`config.mk`:
```
export PLATFORM = sky130hd
export DESIGN_NAME = midpoint_circle_span_generator
export DESIGN_NICKNAME = d
export VERILOG_FILES = /design/src/hdl/mcsg_pkg.sv /design/src/hdl/mcsg_stepper.sv /design/src/hdl/mcsg_emitter.sv /design/src/hdl/midpoint_circle_span_generator.sv
export SDC_FILE = /design/constraint.sdc
export NUM_CORES = 1
export LEC_CHECK = 0
export ABC_AREA = 1
export BUFFER_PORTS_ARGS = -buffer_cell sky130_fd_sc_hd__buf_2
export CORE_ASPECT_RATIO = 1.4
export CORE_MARGIN = 1.5
export CORE_UTILIZATION = 30
export DETAILED_ROUTE_END_ITERATION = 6
export SLEW_MARGIN = 20
export SYNTH_ARGS = -nofsm -noshare
export SYNTH_HDL_FRONTEND = slang
export SYNTH_HIERARCHICAL = 1
export SYNTH_SLANG_ARGS = --single-unit
```
`constraint.sdc`:
```
create_clock -name clk -period 4.8 [get_ports clk]
set_input_delay 1.44 -clock clk [delete_from_list [all_inputs] [get_ports clk]]
set_output_delay 1.44 -clock clk [all_outputs]
set_load 0.05 [all_outputs]
```
`src/hdl/mcsg_pkg.sv`:
```
// Shared types and constants for the midpoint circle span generator.
`timescale 1ns / 1ps

package mcsg_pkg;

  localparam int COORD_BITS = 16;
  localparam int SPAN_BITS  = 16;
  localparam int COLOR_BITS = 16;
  localparam int MAX_SPANS  = 8;
  localparam int IDX_BITS   = $clog2(MAX_SPANS);

  localparam logic FUNC_START = 1'b0;
  localparam logic FUNC_STEP  = 1'b1;

  localparam logic [IDX_BITS-1:0] LAST_FINISHED = IDX_BITS'(0);
  localparam logic [IDX_BITS-1:0] LAST_FILL     = IDX_BITS'(3);
  localparam logic [IDX_BITS-1:0] LAST_OUTLINE  = IDX_BITS'(MAX_SPANS - 1);

  localparam logic [COORD_BITS-1:0] DEC_INIT      = COORD_BITS'(3);
  localparam logic [COORD_BITS-1:0] DEC_DIAG_INC  = COORD_BITS'(10);
  localparam logic [COORD_BITS-1:0] DEC_STRAIGHT  = COORD_BITS'(6);

  typedef logic [COORD_BITS-1:0] coord_t;

  typedef struct packed {
    logic                  func;
    logic [SPAN_BITS-1:0]  center_x;
    logic [SPAN_BITS-1:0]  center_y;
    logic [SPAN_BITS-1:0]  radius;
    logic [COLOR_BITS-1:0] draw_color;
    logic                  fill_mode;
  } cmd_word_t;

  typedef struct packed {
    logic [SPAN_BITS-1:0]  span_x_start;
    logic [SPAN_BITS-1:0]  span_x_end;
    logic [SPAN_BITS-1:0]  span_row;
    logic [COLOR_BITS-1:0] span_color;
    logic                  is_finished;
    logic                  last;
    logic                  done_res;
  } span_word_t;

  // Snapshot of one step: the point to mirror plus per-step flags.
  typedef struct packed {
    coord_t                cx;
    coord_t                cy;
    coord_t                x;
    coord_t                y;
    logic [COLOR_BITS-1:0] color;
    logic                  fill;
    logic                  fin;
    logic                  done;
  } batch_t;

endpackage

```
`src/hdl/mcsg_stepper.sv`:
```
// Circle state registers and the midpoint decision update.
`timescale 1ns / 1ps

module mcsg_stepper (
  input  logic               clk,
  input  logic               rst,
  input  logic               accept,
  input  mcsg_pkg::cmd_word_t cmd,
  output logic               load,
  output mcsg_pkg::batch_t   batch
);

  mcsg_pkg::coord_t step_x, step_y, decision, origin_x, origin_y;
  mcsg_pkg::coord_t step_x_next, step_y_next, decision_next, radius_c;
  logic [mcsg_pkg::COLOR_BITS-1:0] held_color;
  logic held_fill, running, running_next;

  assign radius_c = mcsg_pkg::COORD_BITS'(cmd.radius);

  always_comb begin
    step_x_next = step_x + mcsg_pkg::COORD_BITS'(1);
    if (!decision[mcsg_pkg::COORD_BITS-1]) begin
      step_y_next   = step_y - mcsg_pkg::COORD_BITS'(1);
      decision_next = decision + (step_x_next << 2) - (step_y_next << 2)
                      + mcsg_pkg::DEC_DIAG_INC;
    end else begin
      step_y_next   = step_y;
      decision_next = decision + (step_x_next << 2) + mcsg_pkg::DEC_STRAIGHT;
    end
    running_next = step_y_next > step_x_next;
  end

  assign load = accept && (cmd.func == mcsg_pkg::FUNC_STEP);

  always_comb begin
    batch.cx    = origin_x;
    batch.cy    = origin_y;
    batch.x     = step_x;
    batch.y     = step_y;
    batch.color = held_color;
    batch.fill  = held_fill;
    batch.fin   = !running;
    batch.done  = running ? !running_next : 1'b1;
  end

  always_ff @(posedge clk) begin
    if (rst) begin
      step_x     <= '0;
      step_y     <= '0;
      decision   <= '0;
      origin_x   <= '0;
      origin_y   <= '0;
      held_color <= '0;
      held_fill  <= 1'b0;
      running    <= 1'b0;
    end else if (accept) begin
      if (cmd.func == mcsg_pkg::FUNC_START) begin
        origin_x   <= mcsg_pkg::COORD_BITS'(cmd.center_x);
        origin_y   <= mcsg_pkg::COORD_BITS'(cmd.center_y);
        held_color <= cmd.draw_color;
        held_fill  <= cmd.fill_mode;
        step_x     <= '0;
        step_y     <= radius_c;
        decision   <= mcsg_pkg::DEC_INIT - (radius_c << 1);
        running    <= (radius_c != '0);
      end else if (running) begin
        step_x   <= step_x_next;
        step_y   <= step_y_next;
        decision <= decision_next;
        running  <= running_next;
      end
    end
  end

endmodule

```
`src/hdl/mcsg_emitter.sv`:
```
// Step snapshot register and per-word span mirroring onto the result channel.
`timescale 1ns / 1ps

module mcsg_emitter (
  input  logic                clk,
  input  logic                rst,
  input  logic                load,
  input  mcsg_pkg::batch_t    batch,
  output logic                free,
  output logic                span_valid,
  input  logic                span_ready,
  output mcsg_pkg::span_word_t span
);

  mcsg_pkg::batch_t b;
  logic busy;
  logic [mcsg_pkg::IDX_BITS-1:0] idx, last_idx, last_idx_next;
  logic at_last;
  mcsg_pkg::coord_t u, v, col_lo, col_hi, row;

  assign at_last    = (idx == last_idx);
  assign span_valid = busy;
  assign free       = !busy || (span_ready && at_last);

  always_comb begin
    if (batch.fin) begin
      last_idx_next = mcsg_pkg::LAST_FINISHED;
    end else if (batch.fill) begin
      last_idx_next = mcsg_pkg::LAST_FILL;
    end else begin
      last_idx_next = mcsg_pkg::LAST_OUTLINE;
    end
  end

  // Mirror the point: the high index bit (bit 1 in fill) swaps x and y.
  always_comb begin
    if (b.fill) begin
      u      = idx[1] ? b.y : b.x;
      v      = idx[1] ? b.x : b.y;
      col_lo = b.cx - u;
      col_hi = b.cx + u;
      row    = idx[0] ? (b.cy - v) : (b.cy + v);
    end else begin
      u      = idx[2] ? b.y : b.x;
      v      = idx[2] ? b.x : b.y;
      col_lo = idx[0] ? (b.cx - u) : (b.cx + u);
      col_hi = col_lo;
      row    = idx[1] ? (b.cy - v) : (b.cy + v);
    end
  end

  always_comb begin
    span.is_finished = b.fin;
    span.last        = at_last;
    span.done_res    = b.done;
    if (b.fin) begin
      span.span_x_start = '0;
      span.span_x_end   = '0;
      span.span_row     = '0;
      span.span_color   = '0;
    end else begin
      span.span_x_start = mcsg_pkg::SPAN_BITS'(col_lo);
      span.span_x_end   = mcsg_pkg::SPAN_BITS'(col_hi);
      span.span_row     = mcsg_pkg::SPAN_BITS'(row);
      span.span_color   = b.color;
    end
  end

  always_ff @(posedge clk) begin
    if (rst) begin
      busy <= 1'b0;
      idx  <= '0;
    end else if (load) begin
      busy <= 1'b1;
      idx  <= '0;
    end else if (busy && span_ready) begin
      busy <= !at_last;
      idx  <= idx + mcsg_pkg::IDX_BITS'(1);
    end
  end

  always_ff @(posedge clk) begin
    if (load) begin
      b        <= batch;
      last_idx <= last_idx_next;
    end
  end

endmodule

```
`src/hdl/midpoint_circle_span_generator.sv`:
```
// Top level of the midpoint circle span generator.
`timescale 1ns / 1ps

//  channel | handshake              | payload     | direction
//  --------+------------------------+-------------+----------
//  cmd     | cmd_valid / cmd_ready  | cmd_word_t  | in
//  span    | span_valid / span_ready| span_word_t | out
//
//  A start word updates the circle state in the cycle it is taken and makes
//  no result. A step word is snapshotted into the emitter register; the
//  emitter then shows one span word per cycle while span_ready is high: 8 in
//  outline mode, 4 in fill mode, 1 when the circle is finished. Its word
//  count sets the rate. cmd_ready rises again in the cycle the last span
//  word is taken, so steps run back to back. Reset clears the circle state
//  and empties the emitter. A stall on span holds the current word.

module midpoint_circle_span_generator (
  input  logic                 clk,
  input  logic                 rst,
  input  logic                 cmd_valid,
  output logic                 cmd_ready,
  input  mcsg_pkg::cmd_word_t  cmd,
  output logic                 span_valid,
  input  logic                 span_ready,
  output mcsg_pkg::span_word_t span
);

  logic             accept;
  logic             load;
  logic             free;
  mcsg_pkg::batch_t batch;

  // Take a word only when the emitter can capture a fresh step.
  assign cmd_ready = free;
  assign accept    = cmd_valid && cmd_ready;

  // Advance the decision variable and expose the pre-step snapshot.
  mcsg_stepper u_stepper (
    .clk    (clk),
    .rst    (rst),
    .accept (accept),
    .cmd    (cmd),
    .load   (load),
    .batch  (batch)
  );

  // Hold the snapshot and drop out one mirrored span per cycle while span_ready is high.
  mcsg_emitter u_emitter (
    .clk        (clk),
    .rst        (rst),
    .load       (load),
    .batch      (batch),
    .free       (free),
    .span_valid (span_valid),
    .span_ready (span_ready),
    .span       (span)
  );

endmodule
```
* Word level (Yosys, flattened, before mapping) *
Cells that the tools add are included.

storage, ports and cells
  bits in registers = 188
  input bits = 70
  output and inout port bits = 69
  logic and storage cells = 77

cells by class
  add/sub/neg operators = 16
  order comparisons = 1
  equality and inequality tests = 2
  mux-type cells = 24
  bitwise logic cells = 1
  reductions and logical operators = 14

operators with widths
  kind                                                    number
  two-way mux 16 bit                                      18
  adder 16 bit                                            5
  subtractor 16 bit                                       5
  two-way mux 64 bit                                      1
  adder 16 x 1 -> 16 bit (second input constant)          1
  adder 16 x 3 -> 16 bit (second input constant)          1
  adder 16 x 4 -> 16 bit (second input constant)          1
  > comparator 16 bit                                     1
  nonzero test 16 bit                                     1
  subtractor 16 x 1 -> 16 bit (second input constant)     1
  subtractor 2 x 16 -> 16 bit (first input constant)      1
  logical AND 1 bit                                       4
  zero test 1 bit                                         4
  two-way mux 1 bit                                       4
  AND reduction 2 bit                                     2
  adder 3 x 1 -> 3 bit (second input constant)            1
  equality test 3 bit                                     1
  two-way mux 3 bit                                       1
  inequality test 2 x 1 -> 1 bit (second input constant)  1
  nonzero test 2 bit                                      1
  OR reduction 2 bit                                      1
  logical OR 1 bit                                        1
  inverter 1 bit                                          1

* Longest topological paths before layout *
Gate-level depths: netlist of run 1.

  depth after elaboration = 7
  mapped depth = 31
  depth with buffers taken out = 31

* Modules after synthesis *
Netlist of run 1, hierarchy kept.

by module, submodules not included
  module                          instances  cells an instance  area an instance (um^2)  sequential area each (um^2)
  mcsg_emitter                    1          1,183              8,291.7                  2,632.5
  mcsg_stepper                    1          1,141              7,268.2                  1,941.9
  midpoint_circle_span_generator  1          2                  7.5                      0.0

* Worst setup path after synthesis of run 1 *
No wires, ideal clock.

  kind = register to output
  start point = register u_emitter/idx[2] (netlist name)
  end point = output port span[31] (netlist name)
  arrival = 3,517 ps
  path slack = -157 ps
  cell stages (with the launch flop) = 15
  buffers on the path = 2
  cells stage by stage = dfxtp_1 buf_6 buf_8 o21ai_1 inv_1 ha_1 a21oi_1 a32oi_1 fa_1 o21a_1 o21ai_0 a21oi_1 o21ai_0 o21ai_0 a21oi_1

RTL lines
  item                    RTL line                              text
  start, declared         mcsg_emitter.sv:17                    logic [mcsg_pkg::IDX_BITS-1:0] idx, last_idx, last_idx_next;
  start signal, assigned  mcsg_emitter.sv:78                    idx <= idx + mcsg_pkg::IDX_BITS'(1);
  end, declared           midpoint_circle_span_generator.sv:25  output mcsg_pkg::span_word_t span

==> flow_metrics.py, run 1 <==
metrics = {
    "route": {
        "wl_per_cell_um": 17.0,
        "detail_route.iter0.violations": 929,
        "routed-via-count": 16200,
        "drt.antenna.violating_nets": 0,
        "finalWirelength_um": 54500,
        "drc_violations_left": 0,
        "post_drt_via_cell_ratio": 5.05,
        "drt_pre_antenna_iters": 7,
    },
    "pwr": {
        "total_leakage_power_nw": 9.15,
        "power.ir.vdd_worst_mv": 0.280,
        "power.density_mw_per_mm2": 292,
    },
    "critical_path": {
        "timing.setup.critical_path_class": "register to output port",
        "cp_num_buf_inv": 5,
        "number_of_cell_instances_on_the_worst_register_to_register_path": 29,
        "cp.depth": 25,
        "startpoint_type": "register",
        "worstSetupEndpointType": "output port",
        "timing.critical_path.arrival_ps": 3670,
        "timing.critical_path.required_ps": 3360,
        "critical_path_peak_fanout": 5,
        "crit_top_cell": "sky130_fd_sc_hd__nand2_4",
        "critPathMaxStageDelay_ps": 400,
        "crit_path_top_delay_cell": "sky130_fd_sc_hd__dfxtp_4",
        "worst_path_dominant_cell_family": "simple AND/OR/NAND/NOR gates",
    },
    "placement": {
        "buffer_ports.inserted": 138,
        "replace_congestion": 0.963,
        "dp_hpwl_um": 41900,
        "placed_area_mm2": 0.0175,
    },
    "sta": {
        "report.final.setup_viol": 29,
        "finalHoldWorstSlack_ps": 423,
        "finalWorstSetupSlack_ps": -313,
        "achievable-frequency_mhz": 196,
        "slew-limit-headroom_pct": 43.5,
        "finalCritPeriodShare_pct": 107,
        "grt_setup_unrepaired": "yes",
        "final_period_minus_worst_setup_slack_ps": 5110,
        "fin_worst_skew_ps": 18.5,
        "final-max-slew-violation-count": 0,
        "max_slew.worst_pin.slew_ps": 847,
        "hold_viol": 0,
    },
    "synthesis": {
        "biggest_area_contributors_in_the_synthesized_netlist": "sky130_fd_sc_hd__edfxtp_1, sky130_fd_sc_hd__dfxtp_1, sky130_fd_sc_hd__nand2_1, sky130_fd_sc_hd__ha_1, sky130_fd_sc_hd__o21ai_0",
        "async_set_or_reset_flop_fraction_in_the_synthesized_netlist_pct": 0,
        "yosysMostFrequentCell": "sky130_fd_sc_hd__nand2_1",
        "syn_inst": 2326,
        "synthDistinctLibCells": 59,
        "top_cells_by_instance_count_after_synthesis": "sky130_fd_sc_hd__nand2_1, sky130_fd_sc_hd__inv_1, sky130_fd_sc_hd__nor2_1",
        "yosys_most_used_dff": "sky130_fd_sc_hd__dfxtp_1",
        "synth_area_mm2": 0.0156,
        "ys_ff_latch": 186,
        "yosys_warnings": 6,
        "synth_enable_flop_cells": 85,
        "synth_fp_nets": 2526,
        "synthDominantAreaCellType": "sky130_fd_sc_hd__edfxtp_1",
        "ys_seq_area_share_pct": 29.4,
        "synth_top_cell_area_share_pct": 16.4,
        "syn_area_per_cell_um2": 6.69,
    },
    "clock_network": {
        "cts-buffers-inserted": 17,
        "clock_sink_count": 186,
        "cts_max_path_buffers": 2,
        "worstSkewPairLatency_ps": 470,
        "cts_tree": "yes",
        "clock-root-buffer": "sky130_fd_sc_hd__clkbuf_16",
        "cts.clk_slew.worst_paths_ps": 80,
        "depth_of_the_cts_h_tree": 4,
    },
    "global_routing": {
        "grt_first_pass_wirelength_um": 82700,
        "gr-usage-all-layers_pct": 19.9,
        "antenna_found_initial": 0,
        "grt_pass1_vias": 16000,
        "grt_start_max_net_pins": 89,
        "grt_remaining_overflow": 0,
    },
    "worst_hold_path": {
        "worst_hold_path.num_cells": 0,
        "hold_path.class": "register to register",
    },
    "status": {
        "status": "finished, violations left",
        "failed_checks": "setup timing",
    },
    "finish": {
        "post-route-cell-area_mm2": 0.0200,
        "area_growth_pct": 28.5,
        "nFillCells": 5275,
        "layout-drive-gt1-share_pct": 24.1,
        "antenna_cells": 0,
        "fin_nets": 2742,
    },
    "floorplan": {
        "number_of_top_level_design_ports": 139,
        "die_width_um": 196,
        "rows": 98,
        "floorplan.initialDensity_pct": 30.4,
        "core_area_mm2": 0.0511,
        "chipHeight_um": 273,
        "design.die.area_mm2": 0.0533,
    },
    "job": {
        "timing.max_cap.violations": 0,
    },
}
==> through the flow <==
stage / total power, W / setup WS [ps] / instances / utilization [%] / setup TNS [ps]
global route: 0.00622 / -506 / 3205 / 39.1 / -12230
global placement: 0.00399 / -115 / 3131 / 34.3 / -620
CTS: 0.00568 / -362 / 3189 / 37.3 / -5250
detailed placement: 0.00402 / -125 / 3131 / 34.3 / -927
finish: 0.00585 / -313 / 3205 / 39.1 / -5430
floorplan: 0.00335 / -67.9 / 2326 / - / -136
==> sequential cells by signal (all words and copies together), names as in the netlist <==
register              flops
u_emitter/b              81
u_stepper/held_color     16
u_emitter/span            2
u_emitter/span_valid      1
u_stepper/held_fill       1
u_stepper/step_x         16
u_stepper/origin_x       16
u_stepper/decision       15
u_stepper/step_y         16
u_stepper/running         1
u_stepper/origin_y       16
u_emitter/idx             3
u_emitter/last_idx        2
==> final timing paths <==
kind / from / end / slack (ps)
setup reg to reg: u_stepper/step_x[0]$_SDFFE_PP0P_ / u_stepper/decision[15]$_SDFFE_PP0P_ / 380
hold reg to reg: u_stepper/origin_x[15]$_SDFFE_PP0P_ / u_emitter/b[82]$_DFFE_PP_ / 420
setup / recovery: u_emitter/idx[2]$_SDFFE_PP0P_ / span[34] / -310
hold / removal: u_stepper/origin_x[15]$_SDFFE_PP0P_ / u_emitter/b[82]$_DFFE_PP_ / 420
==> area by class of cell <==
cell class / count / area (um^2) / share of cell area, %
multi-input cells: 1757 / 10700 / 53.4
flip-flops and latches: 186 / 4590 / 22.9
repair buffers: 280 / 2130 / 10.7
inverters: 300 / 1140 / 5.72
well taps: 650 / 813 / 4.06
clock buffers: 17 / 425 / 2.13
clock inverters: 15 / 218 / 1.09
==> cells in the final DEF, fill, tap and decap left out, types with 9 or more instances in the layout <==
master                      count
sky130_fd_sc_hd__o21ai_2       33
sky130_fd_sc_hd__nand2_4       16
sky130_fd_sc_hd__buf_4        119
sky130_fd_sc_hd__ha_4          18
sky130_fd_sc_hd__nor2_2        23
sky130_fd_sc_hd__xor2_1        48
sky130_fd_sc_hd__o21ai_0      181
sky130_fd_sc_hd__buf_6         53
sky130_fd_sc_hd__nor3_1        18
sky130_fd_sc_hd__dfxtp_1       97
sky130_fd_sc_hd__xnor2_1       13
sky130_fd_sc_hd__ha_1         106
sky130_fd_sc_hd__o21ai_1       27
sky130_fd_sc_hd__a21oi_2       40
sky130_fd_sc_hd__edfxtp_1      85
sky130_fd_sc_hd__inv_2         19
sky130_fd_sc_hd__nor2_4        17
sky130_fd_sc_hd__clkbuf_16     17
sky130_fd_sc_hd__nand2_2       51
sky130_fd_sc_hd__a21oi_1      167
sky130_fd_sc_hd__nand2_1      477
sky130_fd_sc_hd__nand3_1       91
sky130_fd_sc_hd__inv_1        272
sky130_fd_sc_hd__o21bai_1       9
sky130_fd_sc_hd__buf_2        102
sky130_fd_sc_hd__nand4_1       24
sky130_fd_sc_hd__nand3_2       21
sky130_fd_sc_hd__nor2_1       262
==> power breakdown <==
group | switching [W] | leakage [nW] | internal (W)
registers | 0.0000862 | 1.64 | 0.00176
clock network | 0.000782 | 0.310 | 0.000733
logic | 0.00158 | 7.20 | 0.000911
==> metal layers <==
| layer | GRT usage (%) | up-vias | part of all wire, % |
|---|---|---|---|
| li1 | - | 8084 | - |
| met4 | 11.4 | 0 | 5.5 |
| met3 | 1.90 | 134 | 3.2 |
| met2 | 38.6 | 424 | 53 |
| met1 | 20.7 | 7556 | 38 |
| met5 | 0 | - | 0 |
==> timing repair <==
item                       in CTS  in global routing
hold buffers                    0                  0
setup endpoints to repair      33                 39
cloned                          1                  0
gates resized for setup       214                208
buffers inserted               25                 17
pin swaps                      53                109
==> cells by family after synthesis <==
group	after synthesis	share of synthesized area, %
AO/OA/AOI/OAI	531	18.4
adder cells (fa/ha/maj)	130	10.7
buffers and inverters	383	9.81
flip-flops	186	29.4
AND/OR/NAND/NOR	1033	28.2
XOR/XNOR	63	3.54
No activity file was read; power rests on OpenSTA's default activity.
==> run 2, diff against run 1 <==
Settings changed: ABC_CLOCK_PERIOD_IN_PS from default to 4800, CORE_UTILIZATION 30 to 54, PLACE_DENSITY from default to 0.73, RECOVER_POWER from default to 25.
==> run 2 against run 1 <==
Effect of this change:
- the flow finishes with violations (DRC, setup timing)
- non-clock buffer count decreased by 7
- count of clock-buffer cells in the layout stayed put
- first-iteration DRC count grew 29%
- register-to-register slack got worse by 250 ps
- clock skew rose by 1.6 ps
- final area decreased by 4.4%
- critical endpoint is now span[50]
- largest cell class unchanged
==> flow_metrics.py, run 2 (synthesis gave the netlist of run 1 again) <==
metrics = {
    "status": {
        "status": "finished, violations left",
        "failed_checks": "DRC, setup timing",
    },
    "floorplan": {
        "floorplan.initialDensity_pct": 54.8,
        "chipHeight_um": 204,
        "rows": 73,
        "die_width_um": 147,
        "core_area_mm2": 0.0284,
        "number_of_top_level_design_ports": 139,
        "design.die.area_mm2": 0.0299,
    },
    "sta": {
        "max_slew.worst_pin.slew_ps": 877,
        "grt_setup_unrepaired": "yes",
        "hold_viol": 0,
        "achievable-frequency_mhz": 193,
        "slew-limit-headroom_pct": 41.6,
        "final_period_minus_worst_setup_slack_ps": 5180,
        "finalCritPeriodShare_pct": 108,
        "report.final.setup_viol": 27,
        "final-max-slew-violation-count": 0,
        "fin_worst_skew_ps": 20.1,
        "finalWorstSetupSlack_ps": -379,
        "totalNegativeSetupSlack_ps": -5330,
    },
    "placement": {
        "dp_hpwl_um": 38900,
        "buffer_ports.inserted": 138,
        "placed_cells": 2847,
        "replace_congestion": 0.979,
    },
    "global_routing": {
        "grt_start_max_net_pins": 67,
        "grt_util_met1_pct": 36.9,
        "gr-usage-all-layers_pct": 33.4,
        "grt_first_pass_wirelength_um": 78700,
        "grt_most_used_layer": "met2",
        "antenna_found_initial": 0,
        "gr-usage-met3_pct": 3.04,
        "grt_remaining_overflow": 0,
        "grt_util_met2_pct": 64.4,
        "grt_pass1_vias": 15500,
    },
    "clock_network": {
        "cts.clk_slew.worst_paths_ps": 80,
        "hold_buffers": 0,
        "cts_tree": "yes",
        "clock-root-buffer": "sky130_fd_sc_hd__clkbuf_16",
        "clock_sink_count": 186,
        "cts-buffers-inserted": 17,
        "cts_max_path_buffers": 2,
        "depth_of_the_cts_h_tree": 4,
        "worstSkewPairLatency_ps": 450,
    },
    "critical_path": {
        "timing.critical_path.required_ps": 3360,
        "worstSetupEndpointType": "output port",
        "timing.critical_path.arrival_ps": 3740,
        "critical_path_peak_fanout": 14,
        "timing.setup.critical_path_class": "register to output port",
        "startpoint_type": "register",
    },
    "pwr": {
        "power.ir.vdd_worst_mv": 0.225,
        "internal-power_w": 0.00337,
        "power.share.switching_pct": 41.5,
        "comb_power_share_pct": 42.7,
        "total_leakage_power_nw": 8.99,
        "power.density_mw_per_mm2": 301,
        "power.net_switching_w": 0.00239,
        "clock_share_of_power_pct": 25.3,
        "sequentialPowerShare_pct": 32.1,
    },
    "route": {
        "detail_route.iter0.violations": 1199,
        "drc_violations_left": 1,
        "drt_pre_antenna_iters": 7,
        "finalWirelength_um": 51800,
        "routed-via-count": 16500,
        "drt.antenna.violating_nets": 0,
        "post_drt_via_cell_ratio": 5.63,
        "wl_per_cell_um": 17.7,
    },
    "finish": {
        "max_flop_register": "u_emitter/b",
        "mostFrequentLayoutCells": "sky130_fd_sc_hd__nand2_1, sky130_fd_sc_hd__inv_1, sky130_fd_sc_hd__nor2_1",
        "largest_register_ff_count": 81,
        "nFillCells": 2536,
        "fin_nets": 2735,
        "layout_commonest_cell": "sky130_fd_sc_hd__nand2_1",
        "layout-drive-gt1-share_pct": 21.5,
        "area_growth_pct": 22.9,
        "antenna_cells": 0,
        "post_layout_cell_count": 2923,
    },
    "job": {
        "timing.max_cap.violations": 0,
    },
    "worst_hold_path": {
        "hold_path.class": "register to register",
    },
}
## run 2: cell count changes in the layout (fill, tap and decap cells not counted), sizes merged
cell / delta
clkinv: +3
buf: -8
clkbuf: +2
bufbuf: -1
inv: -3
## run 2: layout make-up
cell class                 count  area, um^2  share of cell area, %
clock inverter                15         194                   1.01
tap                          375         469                   2.45
timing repair buffer         273        2040                   10.7
clock buffer                  17         425                   2.22
inverter                     300        1130                   5.93
sequential                   186        4580                   23.9
multi-input combinational   1757       10300                   53.8
## run 2: repair_timing
item                       in CTS  in global routing
setup endpoints to repair      31                 42
resized for setup             151                175
pin swaps                      29                 66
gates cloned                    0                  3
buffers inserted               15                 29
## run 2: path summary, 6_finish.rpt
path                                  startpoint                             endpoint  slack (ps)  cells past startpoint
min          u_stepper/origin_x[10]$_SDFFE_PP0P_            u_emitter/b[77]$_DFFE_PP_         430                      0
max                u_emitter/idx[2]$_SDFFE_PP0P_                             span[50]        -380                     20
max reg2reg     u_stepper/step_x[0]$_SDFFE_PP0P_  u_stepper/decision[15]$_SDFFE_PP0P_         130                     29
min reg2reg  u_stepper/origin_x[10]$_SDFFE_PP0P_            u_emitter/b[77]$_DFFE_PP_         430                      0
## run 2: critical path: stages (launching register included)
cell	delay, ps
sky130_fd_sc_hd__dfxtp_4	360
sky130_fd_sc_hd__buf_12	140
sky130_fd_sc_hd__buf_16	150
sky130_fd_sc_hd__o21ai_2	230
sky130_fd_sc_hd__nand2_1	180
sky130_fd_sc_hd__nor2_1	180
sky130_fd_sc_hd__nand3_2	120
sky130_fd_sc_hd__o31ai_2	240
sky130_fd_sc_hd__xnor2_1	140
sky130_fd_sc_hd__ha_1	380
sky130_fd_sc_hd__inv_1	120
sky130_fd_sc_hd__nor3_2	190
sky130_fd_sc_hd__inv_1	80
sky130_fd_sc_hd__nor3_2	100
sky130_fd_sc_hd__nand2_1	60
sky130_fd_sc_hd__nand2_1	70
sky130_fd_sc_hd__nand3_1	90
sky130_fd_sc_hd__nand3_2	90
sky130_fd_sc_hd__nand2_2	60
sky130_fd_sc_hd__nor2_2	150
sky130_fd_sc_hd__buf_6	160
## run 2: routing by layer
metal	vias up	part of all wire [%]
li1	8066	-
met5	-	0
met2	534	54
met1	7715	38
met4	0	4.5
met3	140	4.0
## run 2: power groups by stage
stage	clock, W	sequential, W	combinational, W
floorplan	0	0.00185	0.00150
global placement	0	0.00187	0.00212
finish	0.00145	0.00185	0.00246
global route	0.00152	0.00186	0.00269
detailed placement	0	0.00188	0.00215
CTS	0.00147	0.00184	0.00226
## run 2: per-stage QoR
step	hold WS (ps)	utilization, %	worst slack [ps]	cell area (um^2)	total power [W]
floorplan	403	-	-67.9	15600	0.00335
global placement	406	60.1	95.4	17100	0.00399
detailed placement	407	60.1	20.5	17100	0.00403
CTS	425	64.2	-291	18200	0.00557
global route	432	67.4	-584	19100	0.00607
finish	426	67.4	-379	19100	0.00576
